`src/rtl/core/assert_macros.svh`:
```
// Assertion macros used by the poll rate controller top level.
`ifndef ASSERT_MACROS_SVH
`define ASSERT_MACROS_SVH

// Check a property on every clock edge outside reset.
`define ASSERT_RST(lbl, prop, msg) \
  lbl: assert property (@(posedge clk_i) disable iff (!rst_ni) (prop)) \
    else $error(msg);

// Check that a condition implies a consequence in the same cycle.
`define ASSERT_IMPLIES(lbl, cond, cons, msg) \
  `ASSERT_RST(lbl, (cond) |-> (cons), msg)

`endif

```
`src/rtl/core/prc_pkg.sv`:
```
// Types, codes and constants of the poll rate controller.
`timescale 1ns / 1ps
package prc_pkg;

  // Field widths
  localparam int unsigned OpW       = 4;
  localparam int unsigned QsW       = 23;
  localparam int unsigned ShortW    = 16;
  localparam int unsigned RateW     = 31;
  localparam int unsigned CfgAddrW  = 3;
  localparam int unsigned InTdataW  = 32;
  localparam int unsigned OutTdataW = 40;

  // Milliseconds per quarter-second tick
  localparam logic [9:0] MsPerQuarter = 10'd250;

  // Interval values loaded at reset
  localparam logic [QsW-1:0]    LongPollRst  = 23'd20;
  localparam logic [ShortW-1:0] ShortPollRst = 16'd2;

  typedef enum logic [OpW-1:0] {
    OP_TICK        = 4'd0,
    OP_START       = 4'd1,
    OP_STOP        = 4'd2,
    OP_CHECKIN_RSP = 4'd3,
    OP_FAST_STOP   = 4'd4,
    OP_SET_LONG    = 4'd5,
    OP_SET_SHORT   = 4'd6,
    OP_RESTORE     = 4'd7,
    OP_OTHER       = 4'd8
  } prc_op_e;

  typedef enum logic [1:0] {
    ST_OK      = 2'd0,
    ST_DENIED  = 2'd1,
    ST_INVALID = 2'd2,
    ST_UNSUP   = 2'd3
  } prc_status_e;

  typedef enum logic [CfgAddrW-1:0] {
    REG_CHECKIN_INT = 3'd0,
    REG_WIN_DEFAULT = 3'd1,
    REG_WIN_MAX     = 3'd2,
    REG_LONG_MIN    = 3'd3,
    REG_LONG_INIT   = 3'd4,
    REG_SHORT_INIT  = 3'd5
  } prc_reg_e;

  typedef struct packed {
    logic              fast;
    logic              win_act;
    logic [ShortW-1:0] win_left;
    logic              ci_act;
    logic [QsW-1:0]    ci_left;
    logic [QsW-1:0]    long_iv;
    logic [ShortW-1:0] short_iv;
  } prc_state_t;

  typedef struct packed {
    logic [QsW-1:0]    ci_int;
    logic [ShortW-1:0] win_def;
    logic [ShortW-1:0] win_max;
    logic [QsW-1:0]    long_min;
  } prc_cfg_t;

  typedef struct packed {
    logic [OpW-1:0] op;
    logic           addressed_ok;
    logic           start_fast;
    logic [QsW-1:0] cmd_value;
    logic           ota_busy;
  } prc_req_t;

  typedef struct packed {
    prc_status_e      status;
    logic             rate_update;
    logic [RateW-1:0] poll_rate_ms;
    logic             send_checkin;
    logic             fast_polling;
  } prc_rsp_t;

endpackage

```
`src/rtl/core/prc_rate.sv`:
```
// Interval to milliseconds conversion with saturation.
`timescale 1ns / 1ps
module prc_rate (
  input  logic [prc_pkg::QsW-1:0]   interval_i,
  output logic [prc_pkg::RateW-1:0] rate_ms_o
);
  import prc_pkg::*;

  logic [QsW+9:0] prod;

  // Scale quarter-seconds to ms
  assign prod = {10'd0, interval_i} * {{QsW{1'b0}}, MsPerQuarter};

  // Clamp to the largest 31-bit rate
  assign rate_ms_o = (|prod[QsW+9:RateW]) ? {RateW{1'b1}} : prod[RateW-1:0];

endmodule

```
`src/rtl/core/prc_step.sv`:
```
// Next-state and result logic for one poll-control request.
`timescale 1ns / 1ps
module prc_step (
  input  prc_pkg::prc_state_t st_i,
  input  prc_pkg::prc_cfg_t   cfg_i,
  input  prc_pkg::prc_req_t   req_i,
  output prc_pkg::prc_state_t st_o,
  output prc_pkg::prc_rsp_t   rsp_o
);
  import prc_pkg::*;

  logic [QsW-1:0]    win_req;
  logic [QsW-1:0]    win_clamp;
  logic [ShortW-1:0] win_len;
  logic [QsW-1:0]    rate_iv;
  logic [RateW-1:0]  rate_ms;
  logic              upd;
  logic              checkin;
  prc_status_e       status;

  // Resolve the requested fast-poll window length
  always_comb begin
    win_req   = (req_i.cmd_value == '0) ? {7'd0, cfg_i.win_def} : req_i.cmd_value;
    win_clamp = ((cfg_i.win_max != '0) && (win_req > {7'd0, cfg_i.win_max}))
                ? {7'd0, cfg_i.win_max} : win_req;
    win_len   = (|win_clamp[QsW-1:ShortW]) ? {ShortW{1'b1}} : win_clamp[ShortW-1:0];
  end

  // Apply the request to the state
  always_comb begin
    st_o    = st_i;
    status  = ST_OK;
    upd     = 1'b0;
    rate_iv = '0;
    checkin = 1'b0;
    unique case (req_i.op)
      OP_TICK: begin
        // Count down the fast window, drop back to the long rate at its end
        if (st_i.win_act) begin
          if (st_i.win_left <= 16'd1) begin
            st_o.win_act  = 1'b0;
            st_o.win_left = '0;
            st_o.fast     = 1'b0;
            upd           = !req_i.ota_busy;
            rate_iv       = st_i.long_iv;
          end else begin
            st_o.win_left = st_i.win_left - 16'd1;
          end
        end
        // Count down the check-in period, reload or stop at its end
        if (st_i.ci_act) begin
          if (st_i.ci_left <= 23'd1) begin
            if (cfg_i.ci_int == '0) begin
              st_o.ci_act  = 1'b0;
              st_o.ci_left = '0;
            end else begin
              checkin      = 1'b1;
              st_o.ci_left = cfg_i.ci_int;
            end
          end else begin
            st_o.ci_left = st_i.ci_left - 23'd1;
          end
        end
      end
      OP_START: begin
        if (cfg_i.ci_int != '0) begin
          st_o.ci_act  = 1'b1;
          st_o.ci_left = cfg_i.ci_int;
        end
      end
      OP_STOP: begin
        st_o.ci_act   = 1'b0;
        st_o.ci_left  = '0;
        st_o.win_act  = 1'b0;
        st_o.win_left = '0;
        st_o.fast     = 1'b0;
        upd           = !req_i.ota_busy;
        rate_iv       = st_i.long_iv;
      end
      OP_RESTORE: begin
        upd     = !req_i.ota_busy;
        rate_iv = st_i.fast ? {7'd0, st_i.short_iv} : st_i.long_iv;
      end
      default: begin
        // Commands act only when addressed to this endpoint
        if (req_i.addressed_ok) begin
          unique case (req_i.op)
            OP_CHECKIN_RSP: begin
              if (req_i.start_fast && (win_len != '0)) begin
                st_o.fast     = 1'b1;
                st_o.win_act  = 1'b1;
                st_o.win_left = win_len;
                upd           = !req_i.ota_busy;
                rate_iv       = {7'd0, st_i.short_iv};
              end
            end
            OP_FAST_STOP: begin
              if (!st_i.fast) begin
                status = ST_DENIED;
              end else begin
                st_o.win_act  = 1'b0;
                st_o.win_left = '0;
                st_o.fast     = 1'b0;
                upd           = !req_i.ota_busy;
                rate_iv       = st_i.long_iv;
              end
            end
            OP_SET_LONG: begin
              if (req_i.cmd_value < cfg_i.long_min) begin
                status = ST_INVALID;
              end else begin
                st_o.long_iv = req_i.cmd_value;
                upd          = !st_i.fast && !req_i.ota_busy;
                rate_iv      = req_i.cmd_value;
              end
            end
            OP_SET_SHORT: begin
              st_o.short_iv = req_i.cmd_value[ShortW-1:0];
              upd           = st_i.fast && !req_i.ota_busy;
              rate_iv       = {7'd0, req_i.cmd_value[ShortW-1:0]};
            end
            default: begin
              status = ST_UNSUP;
            end
          endcase
        end
      end
    endcase
  end

  prc_rate u_rate (
    .interval_i (rate_iv),
    .rate_ms_o  (rate_ms)
  );

  // Assemble the result
  always_comb begin
    rsp_o.status       = status;
    rsp_o.rate_update  = upd;
    rsp_o.poll_rate_ms = upd ? rate_ms : '0;
    rsp_o.send_checkin = checkin;
    rsp_o.fast_polling = st_o.fast;
  end

endmodule

```
`src/rtl/core/poll_rate_controller_unit.sv`:
```
// Top level of the poll rate controller: request stage, state and result stage.
//
//  channel   | direction | payload
//  ----------+-----------+------------------------------------------------------
//  s_axis    | in        | tuser: op; tdata: addressed_ok, start_fast, cmd_value,
//            |           |        ota_busy
//  m_axis    | out       | tdata: status, rate_update, poll_rate_ms,
//            |           |        send_checkin, fast_polling
//  cfg       | in        | cfg_addr_i register index, cfg_data_i value
//
// One request per cycle sustained while m_axis is not stalled; each result is held
// in the result register that drives m_axis. The interval multiply and saturate sit
// in the single step between the request and result registers.
// Reset clears all state at once, loads the long interval with 20 and the short
// interval with 2; no clearing pass. A stalled m_axis holds the result and
// backs up s_axis through the request stage. cfg is always ready.
`timescale 1ns / 1ps
`include "assert_macros.svh"
module poll_rate_controller_unit (
  input  logic                             clk_i,
  input  logic                             rst_ni,
  input  logic                             s_axis_tvalid,
  output logic                             s_axis_tready,
  // [0] addressed_ok, [1] start_fast, [24:2] cmd_value, [25] ota_busy, [31:26] zero
  input  logic [prc_pkg::InTdataW-1:0]     s_axis_tdata,
  // [3:0] op
  input  logic [prc_pkg::OpW-1:0]          s_axis_tuser,
  output logic                             m_axis_tvalid,
  input  logic                             m_axis_tready,
  // [1:0] status, [2] rate_update, [33:3] poll_rate_ms, [34] send_checkin,
  // [35] fast_polling, [39:36] zero
  output logic [prc_pkg::OutTdataW-1:0]    m_axis_tdata,
  input  logic                             cfg_valid_i,
  output logic                             cfg_ready_o,
  input  logic [prc_pkg::CfgAddrW-1:0]     cfg_addr_i,
  input  logic [prc_pkg::QsW-1:0]          cfg_data_i
);
  import prc_pkg::*;

  logic       in_valid_q, in_valid_d;
  prc_req_t   in_req_q;
  logic       out_valid_q, out_valid_d;
  prc_rsp_t   out_rsp_q;
  prc_state_t st_q, st_d;
  prc_cfg_t   cfg_q;
  prc_rsp_t   rsp;
  logic       s_acc;
  logic       advance;

  // Handshakes
  assign s_acc         = s_axis_tvalid && s_axis_tready;
  assign advance       = in_valid_q && (!out_valid_q || m_axis_tready);
  assign s_axis_tready = !in_valid_q || advance;
  assign in_valid_d    = s_acc || (in_valid_q && !advance);
  assign out_valid_d   = advance || (out_valid_q && !m_axis_tready);
  assign cfg_ready_o   = 1'b1;

  // Configuration registers; writes to the initial interval registers are not stored
  always_ff @(posedge clk_i or negedge rst_ni) begin
    if (!rst_ni) begin
      cfg_q <= '0;
    end else if (cfg_valid_i) begin
      unique case (cfg_addr_i)
        REG_CHECKIN_INT: cfg_q.ci_int   <= cfg_data_i;
        REG_WIN_DEFAULT: cfg_q.win_def  <= cfg_data_i[ShortW-1:0];
        REG_WIN_MAX:     cfg_q.win_max  <= cfg_data_i[ShortW-1:0];
        REG_LONG_MIN:    cfg_q.long_min <= cfg_data_i;
        default: ;
      endcase
    end
  end

  // Control state
  always_ff @(posedge clk_i or negedge rst_ni) begin
    if (!rst_ni) begin
      in_valid_q  <= 1'b0;
      out_valid_q <= 1'b0;
      st_q        <= '{fast: 1'b0, win_act: 1'b0, win_left: '0, ci_act: 1'b0,
                       ci_left: '0, long_iv: LongPollRst, short_iv: ShortPollRst};
    end else begin
      in_valid_q  <= in_valid_d;
      out_valid_q <= out_valid_d;
      if (advance) begin
        st_q <= st_d;
      end
    end
  end

  // Request and result payload
  always_ff @(posedge clk_i) begin
    if (s_acc) begin
      in_req_q.op           <= s_axis_tuser;
      in_req_q.addressed_ok <= s_axis_tdata[0];
      in_req_q.start_fast   <= s_axis_tdata[1];
      in_req_q.cmd_value    <= s_axis_tdata[24:2];
      in_req_q.ota_busy     <= s_axis_tdata[25];
    end
    if (advance) begin
      out_rsp_q <= rsp;
    end
  end

  prc_step u_step (
    .st_i  (st_q),
    .cfg_i (cfg_q),
    .req_i (in_req_q),
    .st_o  (st_d),
    .rsp_o (rsp)
  );

  // Drive the result channel
  assign m_axis_tvalid = out_valid_q;
  assign m_axis_tdata  = {4'd0, out_rsp_q.fast_polling, out_rsp_q.send_checkin,
                          out_rsp_q.poll_rate_ms, out_rsp_q.rate_update,
                          out_rsp_q.status};

  // Consistency of the kept state and the result
  `ASSERT_RST(a_win_fast, st_q.win_act == st_q.fast, "fast flag and window disagree")
  `ASSERT_RST(a_win_cnt, st_q.win_act == (st_q.win_left != '0), "window count mismatch")
  `ASSERT_RST(a_ci_cnt, st_q.ci_act == (st_q.ci_left != '0), "check-in count mismatch")
  `ASSERT_IMPLIES(a_rate_zero, out_valid_q && !out_rsp_q.rate_update,
                  out_rsp_q.poll_rate_ms == '0, "rate without update")

endmodule

```
`config.mk`:
```
export PLATFORM = sky130hd
export DESIGN_NAME = poll_rate_controller_unit
export DESIGN_NICKNAME = d
export VERILOG_FILES = /design/src/rtl/core/prc_pkg.sv /design/src/rtl/core/prc_rate.sv /design/src/rtl/core/prc_step.sv /design/src/rtl/core/poll_rate_controller_unit.sv
export VERILOG_INCLUDE_DIRS = /design/src /design/src/rtl/core
export SDC_FILE = /design/constraint.sdc
export NUM_CORES = 1
export LEC_CHECK = 0
export ABC_AREA = 1
export BUFFER_PORTS_ARGS = -buffer_cell sky130_fd_sc_hd__buf_2
export CAP_MARGIN = 20
export CORE_ASPECT_RATIO = 1.2
export CORE_MARGIN = 8
export CORE_UTILIZATION = 45
export CTS_BUF_LIST = sky130_fd_sc_hd__clkbuf_8
export CTS_CLUSTER_SIZE = 10
export DETAILED_ROUTE_END_ITERATION = 10
export GPL_ROUTABILITY_DRIVEN = 0
export PLACE_DENSITY = 0.65
export SYNTH_ARGS = -nofsm -noshare
export SYNTH_HDL_FRONTEND = slang
export SYNTH_SLANG_ARGS = --single-unit
export TNS_END_PERCENT = 5
```
`constraint.sdc`:
```
create_clock -name clk_i -period 7.7 [get_ports clk_i]
set_input_delay 0.77 -clock clk_i [delete_from_list [all_inputs] [get_ports clk_i]]
set_output_delay 0.77 -clock clk_i [all_outputs]
set_load 0.02 [all_outputs]
```
==> flow_metrics.py, run 1 <==
metrics = {
    "critical_path": {
        "reg2reg_slack_ns": 0.05,
        "slowest_stage": "fa_1",
        "cp-end-kind": "register",
        "cp.required_ns": 8.01,
        "critPathMaxStageDelay_ns": 0.55,
        "crit_type": "reg -> reg",
        "arrival_ns": 7.97,
        "crit_fanout": 8,
        "path_common_cell": "nand2_1",
        "setup.worst_path.start_class": "register",
    },
    "sta": {
        "maxSlewHeadroom_pct": 33.2,
        "min_period_ns": 7.65,
        "whs_ns": 0.287,
        "hold_violations": 0,
        "slew_viol_final": 0,
        "finClkSkew_ns": 0.0199,
        "post-route-period-util_pct": 99.4,
        "fmax_mhz": 131,
        "finalSetupViolations": 0,
        "tightest_slew_ns": 1.00,
        "rsz0062_at_grt": "yes",
    },
    "die": {
        "die_h_um": 224,
        "core_area_mm2": 0.0358,
        "start_util_pct": 45.5,
        "rows": 76,
        "die_area_mm2": 0.0425,
        "fp.dieW_um": 190,
        "pin_count": 110,
    },
    "routing": {
        "routed_wl_mm": 42.6,
        "drc": 0,
        "drtPass1Iterations": 5,
        "wire_per_inst_um": 15.4,
        "drt_iter0_drc": 926,
        "postRouteAntennaNets": 0,
        "viasPerCell": 5.11,
        "vias": 14100,
    },
    "final_layout": {
        "syn2layout_area_growth_pct": 23.0,
        "num-nets-final": 2526,
        "fill_cells": 3347,
        "drive_gt1_share_pct": 20.9,
        "final-seq-area_mm2": 0.00598,
        "final_area_mm2": 0.0200,
        "insertedDiodeCount": 0,
        "multi_input_area_mm2": 0.00917,
        "stdcell_count": 2766,
    },
    "pwr": {
        "p_per_area_mw_per_mm2": 212,
        "cellLeakagePower_nw": 9.84,
        "clock_power_share_pct": 28.1,
        "p_total_w": 0.00424,
        "sequentialPowerShare_pct": 38.4,
        "power.share.switching_pct": 35.1,
        "p_int_w": 0.00275,
        "switchingPower_w": 0.00149,
        "p_comb_share_pct": 33.5,
        "ir_drop_v": 0.000173,
    },
    "clocking": {
        "cts_buffers": 39,
        "clock-root-buffer": "clkbuf_8",
        "max-clock-path-buffers": 3,
        "clock_latency_ns": 0.57,
        "hold_buffers": 0,
        "clkSinkCount": 226,
        "cts_tree": "built",
        "path_clk_slew_ns": 0.07,
        "h-tree-depth": 2,
    },
    "status": {
        "status": "finished clean",
    },
    "synthesis": {
        "synth_seq_area_share_pct": 36.8,
        "synth_top_flop_cell": "dfrtp_1",
        "synthCells": 1999,
        "synth_area_mm2": 0.0163,
        "yosysWarnings": 0,
        "synth_seq_cells": 226,
        "synth_edf_count": 65,
        "avgSynthCellArea_um2": 8.13,
        "synth_cell_types": 54,
        "ys_async_sr_fraction_pct": 71.2,
    },
    "grt": {
        "antenna_found_initial": 0,
        "grt_pass1_wl_mm": 68.8,
        "gr-usage-all-layers_pct": 19.7,
        "grt_max_degree": 91,
        "grt_pass1_vias": 14000,
        "grt_overflow": 0,
    },
    "place": {
        "portBuffers": 97,
        "dp_hpwl_mm": 31.9,
        "numPlacedInstances": 2673,
        "place_area_mm2": 0.0184,
    },
    "worst_hold_path": {
        "hold_class": "in -> async",
    },
    "job": {
        "drv_cap": 0,
    },
}
-- cells in the final DEF (no fill, tap or decap), types with 13 or more instances in the layout --
master | synthesis | layout
xor2_1 | 35 | 35
o21ai_0 | 195 | 182
inv_1 | 355 | 359
buf_4 | 10 | 178
buf_2 | 7 | 96
a22oi_1 | 20 | 20
a21oi_1 | 124 | 105
nand3_1 | 44 | 40
o22ai_1 | 13 | 13
nand4_1 | 27 | 27
nand2_2 | 1 | 31
nand2_1 | 426 | 395
ha_4 | 0 | 18
nor2_1 | 136 | 116
fa_1 | 82 | 82
o21ai_1 | 3 | 14
clkbuf_8 | 0 | 47
dfrtp_1 | 158 | 158
xnor2_1 | 21 | 21
ha_1 | 109 | 91
o211ai_1 | 21 | 21
edfxtp_1 | 65 | 65
nor3_1 | 30 | 27
a21oi_2 | 0 | 19
nor2_2 | 2 | 18
-- layout make-up --
cell class | count | share of cell area [%]
multi-input combinational | 1352 | 45.9
sequential | 226 | 29.9
timing repair buffer | 288 | 10.2
inverter | 361 | 6.79
clock buffer | 47 | 3.24
tap | 468 | 2.93
clock inverter | 24 | 1.01
-- Yosys cell counts, types with 35 or more instances --
master,number,area share (%)
a21oi_1,124,3.8
clkbuf_1,42,0.97
dfrtp_1,158,24
edfxtp_1,65,12
fa_1,82,10
ha_1,109,8.4
inv_1,355,8.2
nand2_1,426,9.8
nand3_1,44,1.4
nor2_1,136,3.1
o21ai_0,195,6.0
xor2_1,35,1.9
-- sequential cells by signal, summed over array words and instances (netlist names) --
signal and cells:
in_req_q 30, m_axis_tdata 35, m_axis_tvalid 1, cfg_q 78, in_valid_q 1, st_q 81
-- logic make-up (layout without fill, tap and decap cells) --
family | after synthesis | in the layout | share of synthesized area [%]
AND/OR/NAND/NOR | 693 | 694 | 17.6
buffers and inverters | 426 | 720 | 10.2
AO/OA/AOI/OAI | 404 | 404 | 13.7
flip-flops | 226 | 226 | 36.8
adder cells (fa/ha/maj) | 191 | 191 | 18.5
XOR/XNOR | 56 | 56 | 3.02
other | 2 | 6 | 0.0462
multiplexers | 1 | 1 | 0.0693
-- critical path: cells and delay by family (launching register included) --
family | cells | cell delay (ns)
AOI/OAI and AO/OA | 8 | 1.32
adders and majority gates | 6 | 2.53
and+or+nand+nor | 20 | 2.05
buffers and inverters | 8 | 0.84
DFF | 1 | 0.49
xor gates and xnor gates | 1 | 0.16
-- worst paths after layout --
check	start	endpoint	cells past startpoint
setup / recovery	in_req_q[9]	m_axis_tdata[24]	43
hold / removal	rst_ni	st_q[71]	1
setup reg to reg	in_req_q[9]	m_axis_tdata[24]	43
hold reg to reg	cfg_q[55]	cfg_q[55]	2
max in group asynchronous	rst_ni	st_q[27]	2
min in group clk_i	s_axis_tuser[2]	in_req_q[28]	1
-- power groups by stage --
stage	Clock (W)	Combinational, W	Sequential, W
5_1_grt	0.00127	0.00162	0.00165
2_1_floorplan	0	0.000866	0.00162
6_report	0.00119	0.00142	0.00163
3_3_place_gp	0	0.00126	0.00163
3_5_place_dp	0	0.00130	0.00164
4_1_cts	0.00122	0.00132	0.00162
-- layer usage --
metal  up-vias  GRT usage, %  share of wire, %
li1       6984             -                 -
met1      6706          23.5                41
met2       383          35.0                51
met3        71          3.30               5.4
met4         0          7.32               2.8
met5         -             0                 0
-- stage by stage --
step / setup WS (ns) / util [%] / TNS (ns)
floorplan: 0.389 / - / 0
global placement: -0.0544 / 51.3 / -0.261
detailed placement: -0.192 / 51.3 / -1.59
CTS: 0.00888 / 53.9 / 0
global route: -0.313 / 55.9 / -3.47
finish: 0.0465 / 55.9 / 0
-- timing repair --
item | CTS | global route
resized for setup | 8 | 123
gates cloned | 0 | 4
hold endpoints to repair | 0 | 0
setup buffers | 3 | 14
endpoints found under the setup margin | 16 | 21
pin swaps | 3 | 70
No activity file was read; power rests on OpenSTA's default activity.
==> inputs of run 2 (changes only) <==
--- a/config.mk
+++ b/config.mk
@@ -16,8 +16,10 @@
 export CTS_CLUSTER_SIZE = 10
 export DETAILED_ROUTE_END_ITERATION = 10
 export GPL_ROUTABILITY_DRIVEN = 0
-export PLACE_DENSITY = 0.65
+export PLACE_DENSITY = 0.64
+export REMOVE_ABC_BUFFERS = 1
 export SYNTH_ARGS = -nofsm -noshare
 export SYNTH_HDL_FRONTEND = slang
+export SYNTH_HIERARCHICAL = 1
 export SYNTH_SLANG_ARGS = --single-unit
 export TNS_END_PERCENT = 5
==> run 2 against run 1 <==
Final area up 9.0%. Non-clock buffer count shrank 90. Worst hold slack got worse by 0.025 ns. Total power increased by 11%. Via count rose by 28%. Combinational power is 28% higher. Largest power group is now combinational logic.
==> flow_metrics.py, run 2 <==
metrics = {
    "status": {
        "status": "finished clean",
    },
    "synthesis": {
        "synth_seq_area_share_pct": 31.2,
        "synth_cell_types": 54,
        "yosysMostFrequentCell": "nand2_1",
        "synth_area_mm2": 0.0193,
        "ys_async_sr_fraction_pct": 70.9,
        "synthCells": 2702,
        "synth_seq_cells": 227,
        "synth_top_area_cell": "dfrtp_1",
        "synth_top_flop_cell": "dfrtp_1",
        "synth.top_cell.area_share_pct": 20.5,
        "synth_edf_count": 66,
        "synth.area.top_cells": "dfrtp_1, nand2_1, edfxtp_1",
        "yosysWarnings": 6,
        "avgSynthCellArea_um2": 7.13,
        "ys_top_cells_by_count": "nand2_1, inv_1, nand3_1, nor2_1, dfrtp_1",
    },
    "clocking": {
        "clock_latency_ns": 0.62,
        "max-clock-path-buffers": 3,
        "clkSinkCount": 227,
        "cts_tree": "built",
        "path_clk_slew_ns": 0.06,
        "clock-root-buffer": "clkbuf_8",
        "h-tree-depth": 2,
        "cts_buffers": 41,
    },
    "routing": {
        "viasPerCell": 5.30,
        "drt_iter0_drc": 1227,
        "vias": 18100,
        "drtPass1Iterations": 6,
        "wire_per_inst_um": 16.4,
        "drc": 0,
        "routed_wl_mm": 56.2,
        "postRouteAntennaNets": 0,
    },
    "sta": {
        "rsz0062_at_grt": "yes",
        "whs_ns": 0.262,
        "slew_viol_final": 0,
        "hold_violations": 0,
        "finClkSkew_ns": 0.0375,
        "min_period_ns": 7.29,
        "tightest_slew_ns": 1.10,
        "finalSetupViolations": 0,
        "fmax_mhz": 137,
        "maxSlewHeadroom_pct": 26.1,
        "post-route-period-util_pct": 94.7,
    },
    "final_layout": {
        "largest_reg_flops": 81,
        "regMostFlops": "st_q",
        "final_common_cell": "nand2_1",
        "syn2layout_area_growth_pct": 13.1,
        "final_area_mm2": 0.0218,
        "num-nets-final": 3099,
        "drive_gt1_share_pct": 13.3,
        "most-common-layout-cells": "nand2_1, inv_1, nand3_1, dfrtp_1, nor2_1",
        "fill_cells": 4262,
    },
    "die": {
        "pin_count": 110,
        "die_area_mm2": 0.0497,
        "rows": 83,
        "die_h_um": 243,
        "start_util_pct": 45.3,
        "fp.dieW_um": 205,
        "core_area_mm2": 0.0426,
    },
    "critical_path": {
        "path_common_cell": "nand2_1",
        "slowest_stage": "fa_1",
        "reg2reg_slack_ns": 0.41,
        "setup.worst_path.start_class": "register",
        "cp-end-kind": "register",
        "crit_fanout": 13,
        "cp.required_ns": 8.03,
        "critPathMaxStageDelay_ns": 0.53,
        "crit_type": "reg -> reg",
        "arrival_ns": 7.63,
    },
    "worst_hold_path": {
        "hold_class": "in -> async",
    },
    "grt": {
        "grt_pass1_wl_mm": 90.9,
        "grt_pass1_vias": 17700,
        "grt_max_degree": 85,
        "antenna_found_initial": 1,
        "grt_overflow": 0,
        "gr-usage-all-layers_pct": 22.4,
    },
    "pwr": {
        "p_per_area_mw_per_mm2": 215,
        "p_total_w": 0.00470,
        "cellLeakagePower_nw": 11.2,
        "ir_drop_v": 0.000160,
    },
    "job": {
        "drv_cap": 0,
    },
    "place": {
        "portBuffers": 98,
        "place_area_mm2": 0.0206,
        "dp_hpwl_mm": 41.1,
    },
}
## run 2: cell types whose count changed after synthesis, sizes merged, moves of 8 or more
cell     delta
a21oi      -31
a2bb2oi     -8
buf        +34
clkbuf      +8
inv        +84
nand2     +427
nand3     +199
nand4      +24
nor2       +49
nor3       -15
o21a       +10
o21ai      -75
o221ai     +10
xnor2      -12
## run 2: worst paths after layout
| kind | end | start | cells past startpoint |
|---|---|---|---|
| max in group asynchronous | cfg_q[47] | rst_ni | 2 |
| max reg2reg | m_axis_tdata[31] | in_req_q[13] | 43 |
| min | st_q[67] | rst_ni | 1 |
| min reg2reg | st_q[35] | st_q[35] | 2 |
| min in group clk_i | in_req_q[10] | s_axis_tdata[11] | 1 |
| max | m_axis_tdata[31] | in_req_q[13] | 43 |
## run 2: logic make-up (layout without fill, tap and decap cells)
group | Yosys count | after routing | synth area share (%)
xor+xnor | 41 | 41 | 1.86
fa+ha+maj | 191 | 191 | 15.6
flops | 227 | 227 | 31.2
compound gates | 316 | 316 | 9.45
other cells | 3 | 7 | 0.0584
buf+inv | 552 | 717 | 11.5
simple gates | 1372 | 1374 | 30.3
## run 2: report_power, final
part | internal (W) | switching [W]
registers | 0.00148 | 0.000242
logic | 0.000678 | 0.00114
clock network | 0.000616 | 0.000538
## run 2: metal layers
metal / GRT usage, % / share of wire, % / up-vias
li1: - / - / 8870
met1: 26.2 / 39 / 8460
met2: 38.1 / 48 / 636
met3: 3.30 / 5.7 / 179
met4: 13.7 / 6.5 / 0
met5: 0 / 0 / -
## run 2: repair_timing
action / CTS / global route
setup endpoints to repair: 0 / 23
hold buffers: 0 / 0
buffers inserted: 0 / 4
resized for setup: 0 / 79
## run 2: layout make-up
class	instances	area, µm²	share of cell area, %
clock inverters	28	178	0.815
clock buffers	46	633	2.90
multi-input cells	1928	11300	51.9
well taps	552	691	3.17
diodes	1	2.50	0.0115
repair buffers	198	1270	5.84
flip-flops and latches	227	6020	27.6
inverters	445	1680	7.72
## run 2: critical path: cells and delay by family (launching register included)
kind / cells / cell delay (ns)
simple gates: 27 / 2.87
fa+ha+maj: 6 / 2.52
buf+inv: 8 / 0.87
flops: 1 / 0.46
compound gates: 2 / 0.28
## run 2: metrics by stage
stage	instances	utilization (%)	setup TNS (ns)	worst slack (ns)
final	3425	51.2	0	0.408
after global routing	3425	51.2	-0.0239	-0.0177
after CTS	3415	50.4	0	0.114
after detailed placement	3341	48.4	0	0.124
after global placement	3339	48.4	0	0.180
after floorplan	2598	-	0	0.867
